<file path="config.mk">
export PLATFORM = sky130hd
export DESIGN_NAME = rle_scanline_shape_parser_unit
export DESIGN_NICKNAME = d
export VERILOG_FILES = /design/src/hdl/rlesp_pkg.sv /design/src/hdl/rlesp_step.sv /design/src/hdl/rle_scanline_shape_parser_unit.sv
export SDC_FILE = /design/constraint.sdc
export NUM_CORES = 1
export LEC_CHECK = 0
export ABC_CLOCK_PERIOD_IN_PS = 4700
export BUFFER_PORTS_ARGS = -buffer_cell sky130_fd_sc_hd__buf_2
export CAP_MARGIN = 10
export CORE_MARGIN = 2
export CORE_UTILIZATION = 54
export CTS_CLUSTER_DIAMETER = 40
export DETAILED_ROUTE_END_ITERATION = 16
export PLACE_DENSITY = 0.78
export SKIP_CTS_REPAIR_TIMING = 1
export SYNTH_ARGS = -nofsm -noshare
export SYNTH_HDL_FRONTEND = slang
export SYNTH_SLANG_ARGS = --single-unit
</file>
<file path="constraint.sdc">
create_clock -name clk -period 4.7 [get_ports clk]
set_input_delay 0 -clock clk [delete_from_list [all_inputs] [get_ports clk]]
set_output_delay 0 -clock clk [all_outputs]
set_load 0.01 [all_outputs]
</file>
<file path="src/hdl/rlesp_pkg.sv">
// ----------------------------------------------------------------------------
// rlesp_pkg
// shared constants, phase codes and item structs of the scan line parser
// ----------------------------------------------------------------------------
package rlesp_pkg;

	localparam int STORE_BYTES = 16384;
	localparam int ROOM_AFTER_LINE = 64;

	localparam logic [14:0] CAP_MAX = 15'(STORE_BYTES);
	localparam logic [14:0] CAP_RESET = 15'd12000;
	localparam logic [15:0] ROOM = 16'(ROOM_AFTER_LINE);

	// parse phase codes
	localparam logic [2:0] PH_IDLE = 3'd0;
	localparam logic [2:0] PH_EXTENT = 3'd1;
	localparam logic [2:0] PH_LENGTH = 3'd2;
	localparam logic [2:0] PH_OFFSET = 3'd3;
	localparam logic [2:0] PH_RAW = 3'd4;
	localparam logic [2:0] PH_HEADER = 3'd5;
	localparam logic [2:0] PH_REPEAT = 3'd6;
	localparam logic [2:0] PH_LITERAL = 3'd7;

	// result kinds
	localparam logic [2:0] KIND_IGNORED = 3'd0;
	localparam logic [2:0] KIND_EXTENT = 3'd1;
	localparam logic [2:0] KIND_LENGTH = 3'd2;
	localparam logic [2:0] KIND_OFFSET = 3'd3;
	localparam logic [2:0] KIND_RAW = 3'd4;
	localparam logic [2:0] KIND_HEADER = 3'd5;
	localparam logic [2:0] KIND_REPEAT = 3'd6;
	localparam logic [2:0] KIND_LITERAL = 3'd7;

	// status codes
	localparam logic [1:0] STAT_OK = 2'd0;
	localparam logic [1:0] STAT_RAW_LONG = 2'd1;
	localparam logic [1:0] STAT_OVERFLOW = 2'd2;

	// configuration register byte address bit above the word offset
	localparam logic REG_CAPACITY = 1'b0;

	localparam logic CMD_BEGIN = 1'b0;

	typedef struct packed {
		logic [2:0] phase;
		logic [14:0] write_pointer;
		logic [2:0] field_index;
		logic [7:0] low_hold;
		logic [14:0] pixels_total;
		logic [15:0] pixels_done;
		logic coded;
		logic [6:0] run_left;
		logic [3:0][15:0] extent;
		logic [1:0] status;
	} parse_state_t;

	typedef struct packed {
		logic store_valid;
		logic [13:0] store_address;
		logic [7:0] store_value;
		logic [2:0] item_kind;
		logic frame_done;
		logic [14:0] frame_length;
		logic [3:0][15:0] extent;
		logic [1:0] status;
	} parse_result_t;

endpackage

</file>
<file path="src/hdl/rlesp_step.sv">
// ----------------------------------------------------------------------------
// rlesp_step
// next state and result of the parser for one stream item
// ----------------------------------------------------------------------------
module rlesp_step (
	input logic command,
	input logic [7:0] data_byte,
	input logic [14:0] capacity,
	input rlesp_pkg::parse_state_t st,
	output rlesp_pkg::parse_state_t nx,
	output rlesp_pkg::parse_result_t res
);

	logic overflow;
	logic [14:0] wp_inc;
	logic fin_stop;
	logic raw_long;
	logic [15:0] pd_inc;
	logic [15:0] pd_run;
	logic [6:0] run_dec;
	logic [15:0] word;
	logic stored;
	logic done;
	logic [2:0] kind;

	// phase after a line has possibly ended
	function automatic logic [2:0] end_phase(input logic [15:0] pd, input logic [14:0] tot,
			input logic stop);
		logic [2:0] ph;
		if (pd >= {1'b0, tot}) begin
			ph = stop ? rlesp_pkg::PH_IDLE : rlesp_pkg::PH_LENGTH;
		end else begin
			ph = rlesp_pkg::PH_HEADER;
		end
		return ph;
	endfunction

	assign overflow = st.write_pointer >= capacity;
	assign wp_inc = st.write_pointer + 15'd1;
	assign fin_stop = ({1'b0, wp_inc} + rlesp_pkg::ROOM) > {1'b0, capacity};
	assign raw_long = ({2'b00, wp_inc} + {2'b00, st.pixels_total}) > {2'b00, capacity};
	assign pd_inc = st.pixels_done + 16'd1;
	assign pd_run = st.pixels_done + {9'd0, st.run_left};
	assign run_dec = st.run_left - 7'd1;
	assign word = {data_byte, st.low_hold};

	always_comb begin
		nx = st;
		stored = 1'b0;
		done = 1'b0;
		kind = rlesp_pkg::KIND_IGNORED;
		if (command == rlesp_pkg::CMD_BEGIN) begin
			nx = '0;
			nx.phase = rlesp_pkg::PH_EXTENT;
		end else begin
			unique case (st.phase)
				rlesp_pkg::PH_EXTENT: begin
					kind = rlesp_pkg::KIND_EXTENT;
					if (!st.field_index[0]) begin
						nx.low_hold = data_byte;
					end else begin
						nx.extent[st.field_index[2:1]] = word;
					end
					nx.field_index = st.field_index + 3'd1;
					if (st.field_index == 3'd7) begin
						nx.phase = rlesp_pkg::PH_LENGTH;
					end
				end
				rlesp_pkg::PH_LENGTH, rlesp_pkg::PH_OFFSET, rlesp_pkg::PH_RAW,
				rlesp_pkg::PH_HEADER, rlesp_pkg::PH_REPEAT, rlesp_pkg::PH_LITERAL: begin
					kind = st.phase;
					if (overflow) begin
						nx.status = rlesp_pkg::STAT_OVERFLOW;
						nx.phase = rlesp_pkg::PH_IDLE;
						done = 1'b1;
					end else begin
						stored = 1'b1;
						nx.write_pointer = wp_inc;
						case (st.phase)
							rlesp_pkg::PH_LENGTH: begin
								if (st.field_index == 3'd0) begin
									nx.low_hold = data_byte;
									nx.field_index = 3'd1;
								end else begin
									nx.field_index = 3'd0;
									if (word == 16'd0) begin
										nx.phase = rlesp_pkg::PH_IDLE;
										done = 1'b1;
									end else begin
										nx.coded = word[0];
										nx.pixels_total = word[15:1];
										nx.pixels_done = 16'd0;
										nx.phase = rlesp_pkg::PH_OFFSET;
									end
								end
							end
							rlesp_pkg::PH_OFFSET: begin
								nx.field_index = st.field_index + 3'd1;
								if (st.field_index == 3'd3) begin
									nx.field_index = 3'd0;
									if (st.coded) begin
										nx.phase = end_phase(st.pixels_done, st.pixels_total,
											fin_stop);
										done = nx.phase == rlesp_pkg::PH_IDLE;
									end else if (raw_long) begin
										nx.status = rlesp_pkg::STAT_RAW_LONG;
										nx.phase = rlesp_pkg::PH_IDLE;
										done = 1'b1;
									end else if (st.pixels_total == 15'd0) begin
										nx.phase = fin_stop ? rlesp_pkg::PH_IDLE
											: rlesp_pkg::PH_LENGTH;
										done = fin_stop;
									end else begin
										nx.phase = rlesp_pkg::PH_RAW;
									end
								end
							end
							rlesp_pkg::PH_RAW: begin
								nx.pixels_done = pd_inc;
								if (pd_inc >= {1'b0, st.pixels_total}) begin
									nx.phase = fin_stop ? rlesp_pkg::PH_IDLE
										: rlesp_pkg::PH_LENGTH;
									done = fin_stop;
								end
							end
							rlesp_pkg::PH_HEADER: begin
								nx.run_left = data_byte[7:1];
								if (data_byte[0]) begin
									nx.phase = rlesp_pkg::PH_REPEAT;
								end else if (data_byte[7:1] != 7'd0) begin
									nx.phase = rlesp_pkg::PH_LITERAL;
								end else begin
									nx.phase = end_phase(st.pixels_done, st.pixels_total,
										fin_stop);
									done = nx.phase == rlesp_pkg::PH_IDLE;
								end
							end
							rlesp_pkg::PH_REPEAT: begin
								nx.pixels_done = pd_run;
								nx.run_left = 7'd0;
								nx.phase = end_phase(pd_run, st.pixels_total, fin_stop);
								done = nx.phase == rlesp_pkg::PH_IDLE;
							end
							default: begin
								nx.pixels_done = pd_inc;
								nx.run_left = run_dec;
								if (run_dec == 7'd0) begin
									nx.phase = end_phase(pd_inc, st.pixels_total, fin_stop);
									done = nx.phase == rlesp_pkg::PH_IDLE;
								end
							end
						endcase
					end
				end
				default: begin
					nx.phase = rlesp_pkg::PH_IDLE;
				end
			endcase
		end
	end

	always_comb begin
		res.store_valid = stored;
		res.store_address = stored ? st.write_pointer[13:0] : 14'd0;
		res.store_value = stored ? data_byte : 8'd0;
		res.item_kind = kind;
		res.frame_done = done;
		res.frame_length = nx.write_pointer;
		res.extent = nx.extent;
		res.status = nx.status;
	end

endmodule

</file>
<file path="src/hdl/rle_scanline_shape_parser_unit.sv">
// ----------------------------------------------------------------------------
// rle_scanline_shape_parser_unit
// sprite frame stream parser: one result item per input byte, with store writes
// ----------------------------------------------------------------------------
// pipeline: input register, combinational parse step, then result register
// throughput: one item per cycle while the result register is empty or out_ready is high;
// otherwise the item is held in the input register and in_ready drops
// reset: asynchronous, no frame open, counters, extents and status cleared,
// capacity 12000
module rle_scanline_shape_parser_unit (
	input logic clk,
	input logic arst_n,
	input logic in_valid,
	output logic in_ready,
	input logic command,
	input logic [7:0] data_byte,
	output logic out_valid,
	input logic out_ready,
	output logic store_valid,
	output logic [13:0] store_address,
	output logic [7:0] store_value,
	output logic [2:0] item_kind,
	output logic frame_done,
	output logic [14:0] frame_length,
	output logic [15:0] extent_right,
	output logic [15:0] extent_left,
	output logic [15:0] extent_above,
	output logic [15:0] extent_below,
	output logic [1:0] status,
	input logic psel,
	input logic penable,
	input logic pwrite,
	input logic [2:0] paddr,
	input logic [31:0] pwdata,
	output logic [31:0] prdata,
	output logic pready
);

	logic [14:0] capacity_q;
	logic [14:0] cap_eff;
	logic valid_s1;
	logic command_s1;
	logic [7:0] data_byte_s1;
	logic valid_s2;
	rlesp_pkg::parse_result_t res_s2;
	rlesp_pkg::parse_state_t st_q;
	rlesp_pkg::parse_state_t st_nx;
	rlesp_pkg::parse_result_t res_nx;
	logic advance;

	// config port
	assign pready = 1'b1;
	assign prdata = {17'd0, capacity_q};

	always_ff @(posedge clk or negedge arst_n) begin
		if (!arst_n) begin
			capacity_q <= rlesp_pkg::CAP_RESET;
		end else if (psel && penable && pwrite && paddr[2] == rlesp_pkg::REG_CAPACITY) begin
			capacity_q <= pwdata[14:0];
		end
	end

	assign cap_eff = (capacity_q > rlesp_pkg::CAP_MAX) ? rlesp_pkg::CAP_MAX : capacity_q;

	// handshake
	assign advance = valid_s1 && (!valid_s2 || out_ready);
	assign in_ready = !valid_s1 || advance;

	always_ff @(posedge clk or negedge arst_n) begin
		if (!arst_n) begin
			valid_s1 <= 1'b0;
			valid_s2 <= 1'b0;
		end else begin
			if (in_valid && in_ready) begin
				valid_s1 <= 1'b1;
			end else if (advance) begin
				valid_s1 <= 1'b0;
			end
			if (advance) begin
				valid_s2 <= 1'b1;
			end else if (out_ready) begin
				valid_s2 <= 1'b0;
			end
		end
	end

	always_ff @(posedge clk) begin
		if (in_valid && in_ready) begin
			command_s1 <= command;
			data_byte_s1 <= data_byte;
		end
		if (advance) begin
			res_s2 <= res_nx;
		end
	end

	always_ff @(posedge clk or negedge arst_n) begin
		if (!arst_n) begin
			st_q <= '0;
		end else if (advance) begin
			st_q <= st_nx;
		end
	end

	rlesp_step u_step (
		.command(command_s1),
		.data_byte(data_byte_s1),
		.capacity(cap_eff),
		.st(st_q),
		.nx(st_nx),
		.res(res_nx)
	);

	assign out_valid = valid_s2;
	assign store_valid = res_s2.store_valid;
	assign store_address = res_s2.store_address;
	assign store_value = res_s2.store_value;
	assign item_kind = res_s2.item_kind;
	assign frame_done = res_s2.frame_done;
	assign frame_length = res_s2.frame_length;
	assign extent_right = res_s2.extent[0];
	assign extent_left = res_s2.extent[1];
	assign extent_above = res_s2.extent[2];
	assign extent_below = res_s2.extent[3];
	assign status = res_s2.status;

`ifndef SYNTH
	a_addr_follows_length: assert property (@(posedge clk) disable iff (!arst_n)
		valid_s2 && res_s2.store_valid |->
			({1'b0, res_s2.store_address} + 15'd1) == res_s2.frame_length)
		else $error("store address does not match frame length");

	a_done_closes_frame: assert property (@(posedge clk) disable iff (!arst_n)
		advance && res_nx.frame_done |=> st_q.phase == rlesp_pkg::PH_IDLE)
		else $error("frame end did not close the frame");

	a_pointer_bound: assert property (@(posedge clk) disable iff (!arst_n)
		st_q.write_pointer <= rlesp_pkg::CAP_MAX)
		else $error("write pointer beyond store size");

	a_input_held: assert property (@(posedge clk) disable iff (!arst_n)
		valid_s1 && !advance |=> valid_s1 && $stable(data_byte_s1) && $stable(command_s1))
		else $error("input stage lost an item");
`endif

endmodule
</file>
==> results by stage <==
Setup path:
- The startpoint of the worst-slack reg-to-reg timing path is st_q[122].
- The depth of the most critical reg-to-reg path is 18.
- The reg-to-reg setup timing slack is 0.19 ns.
- STA classifies the critical path endpoint as a register.
- The worst endpoint required time is 4.96 ns.
- The worst setup path is launched from a register.
- In this run the critical register-to-register path is captured at frame_done.
- At the worst endpoint, the arrival time is 4.77 ns.
- The largest fanout of any net on the critical path is 9.
- The setup path with the least slack is of type reg -> reg.

Place:
- The post-place instance area is 17,500 um2.
- Port buffering added 156 buffers.
- The placed instance count is 2,143.
- The post-detailed-placement half-perimeter wirelength is 32,200 um.
- The congestion estimate from routability-driven global placement came to 0.971.
- The worst slack at placement is -0.0955 ns.

STA:
- The accumulated negative setup slack is 0 ns.
- The share of the clock period used by the worst path after layout is 96.0%.
- Headroom to the max-slew limit came out at 24.9%.
- Across all setup checks in the final design, the least slack found is 0.189 ns.
- The routed design could run at a clock period as short as 4.51 ns.
- The max-slew violation total from the final report was 0.
- The clock arrives with 0.0192 ns of skew.
- Setup repair after global routing left no endpoint under its margin.
- The maximum clock rate is 222 MHz.
- On the final layout, the worst hold slack is 0.0458 ns.
- The final hold violation count is 0.
- The actual transition at the worst max-transition pin is 1.12 ns.
- The final number of setup-violating endpoints is 0.

Yosys:
- dfrtp_1 takes more of the synthesized area than any other cell.
- The sequential share of the synthesized area is 45.3%.
- The number of distinct library cell variants in the gate-level netlist after synthesis is 90.
- The async set or reset register ratio after synthesis is 56.3%.
- By area the synthesized netlist is led by dfrtp_1, edfxtp_1, ha_1, nand2_1, mux2_2.
- Summed over its instances, the top area cell type makes up 22.3% of the synthesized netlist area.
- The count of flip-flops with a built-in enable after synthesis is 117.
- The synthesized netlist cell count is 1,607.
- The leading cell type by number of instances after synthesis is nand2_1.
- After synthesis, the most frequently instantiated cells are nand2_1, dfrtp_1, ha_1.
- The flip-flop and latch count after synthesis is 268.
- The most used flip-flop cell after synthesis is dfrtp_1.
- The number of warnings printed during yosys synthesis is 0.
- The area of the mapped netlist is 16,100 um2.
- After synthesis, the mean cell area works out to 10.0 um2.

Power:
- IR analysis of the VDD net gives a maximum drop of 0.313 mV.
- The analysis attributes to net switching a power of 3.08 mW.
- Of the total power, the share spent switching nets is 36.4%.
- In this run, flip-flops and latches consume 37.0% of the power.
- The total power draw is 8.46 mW.
- The clock share of power is 31.0%.
- In this run the power density over the cells is 443 nW/um2.
- The cell internal power dissipation is 5.38 mW.
- The static leakage power is 8.67 nW.
- The combinational share of power is 32.1%.

Cells and area:
- With fillers left out, the area of the finished cells amounts to 19,100 um2.
- The number of filler instances in the final layout is 2,271.
- The post-layout net count is 2,002.
- The proportion of layout cells with a drive suffix above 1 is 22.2%.
- Relative to the synthesized area, the layout overhead comes to 18.4%.
- Cells fill 64.6% of the core in the end.
- The finished layout holds 2,240 standard cells, fillers aside.

Clock network:
- The TritonCTS clock tree is built.
- CTS built an H-tree with a depth of 2.
- TritonCTS created 36 clock buffers.
- The clock latency on the worst-skew pair is 0.52 ns.
- The clock sink count is 268.
- The CTS root buffer is clkbuf_16.
- The clock input transition at the sequential cells of the worst setup and hold paths is 0.05 ns.
- The buffer levels on the longest clock path is 3.

Floorplanning:
- The number of top-level pins is 194.
- Measured along the x axis, the die boundary spans 177 um.
- Row generation in the floorplan step produced 63 rows.
- The area of the core is 29,600 um2.
- The starting density of the core is 54.5%.
- The die covers 31,300 um2.
- The overall die height is 177 um.

Global routing:
- The pin count of the biggest net entering global routing is 71.
- After global routing the overflow that remains totals 0.
- The met3 track demand over resource is 6.25%.
- The number of antenna violations at the first check in global routing is 1.
- The highest-utilization routing layer at the global route stage is met2.
- The global routing usage summed across all routing layers is 28.8%.
- Global routing consumed, on the met1 layer, 37.9% of the routing resources.
- The wire length of the first global-routing pass is 70,200 um.
- Global routing consumed, on the met2 layer, 46.9% of the routing resources.
- The via count of the first global-routing pass is 12.9k.

Route:
- In the routed design, unresolved DRC markers number 0.
- In this run, the number of DRC markers left after iteration 0 of detailed routing was 1,409.
- Detailed routing inserted a total of 13.6k vias.
- Once detail routing completed, the nets flagged for antenna violations numbered 0.
- The per-cell routed wire length is 20.6 um.
- The detailed-routing iteration count for the pre-antenna-repair pass is 6.
- The total length of routed wires is 46,100 um.
- The via count normalized by instance count is 6.06.

Flow run:
- The number of violations of the max-capacitance limit is 0.

Min path:
- The tightest min-delay check is of the in -> async type.

Status:
- The run finished with clean final reports.
## worst max-delay path by stage
stage	start	endpoint	slack (ns)	cells after the start
after detailed placement	st_q[117]	frame_done	-0.1	19
final	st_q[122]	frame_done	0.19	18
after global placement	st_q[117]	frame_done	0.1	19
after global routing	st_q[121]	frame_done	0.01	20
after floorplan	st_q[116]	frame_done	0.13	21
after CTS	st_q[117]	frame_done	-0.14	19
## registers in the layout, indices dropped and copies added (netlist names), 2 cells and up
signal	count
extent_left	16
data_byte_s1	8
st_q	134
store_value	8
extent_above	16
extent_right	16
store_address	14
extent_below	16
status	2
frame_length	15
item_kind	3
capacity_q	15
## logic make-up after synthesis
group,share of synthesized area [%]
simple gates,16.0
compound gates,14.0
flops,45.3
buf+inv,4.17
fa+ha+maj,10.0
mux,6.46
xor+xnor,3.97
other cells,0.0466
## per-layer routing
layer	wire length [um]	vias up
met5	0	-
met3	3930	117
met4	1710	0
met1	18400	6584
li1	-	6209
met2	22000	668
## cell usage in the layout (no fill, tap or decap), types with 21 or more instances in the layout
cell | synthesis | layout
a21oi_1 | 106 | 103
clkbuf_16 | 0 | 36
mux2i_1 | 22 | 22
nand3_1 | 35 | 35
o21ai_0 | 35 | 35
nand2_1 | 261 | 260
o31ai_1 | 46 | 46
o21ai_1 | 32 | 29
xnor2_1 | 41 | 40
xor2_1 | 32 | 30
mux2_2 | 64 | 64
inv_1 | 37 | 37
buf_4 | 20 | 74
edfxtp_1 | 117 | 117
buf_2 | 11 | 155
dfrtp_1 | 144 | 140
dlygate4sd3_1 | 0 | 28
ha_1 | 126 | 125
nor2_1 | 111 | 111
nor3_1 | 22 | 21
and2_1 | 25 | 25
## cell type report
type | instances | area, um2 | area share (%)
multi-input cells | 1216 | 8350 | 43.7
flip-flops and latches | 268 | 7310 | 38.3
repair buffers | 259 | 1640 | 8.60
clock buffers | 42 | 923 | 4.84
well taps | 390 | 488 | 2.56
clock inverters | 22 | 218 | 1.14
inverters | 42 | 164 | 0.858
diodes | 1 | 2.50 | 0.0131
## critical path, cell delays in order, from the launching register on
cell     delay [ns]
dfrtp_1        0.60
and4_1         0.34
nand3_1        0.16
nor3_1         0.31
xnor2_1        0.28
ha_1           0.35
inv_2          0.10
nor3_1         0.06
a31oi_1        0.15
o21ai_0        0.10
a311o_1        0.28
ha_1           0.30
nand4_1        0.11
o32ai_2        0.34
a31oi_4        0.08
buf_4          0.18
o211a_4        0.27
nor3_2         0.14
a21oi_1        0.09
## power by group through the flow
stage	Sequential [mW]	Combinational, mW	Clock (mW)
floorplan	3.04	1.72	0
global placement	3.14	2.48	0
detailed placement	3.15	2.55	0
CTS	3.11	2.57	2.66
global route	3.15	2.99	2.76
finish	3.13	2.71	2.62
(Power assumes the default switching activity.)
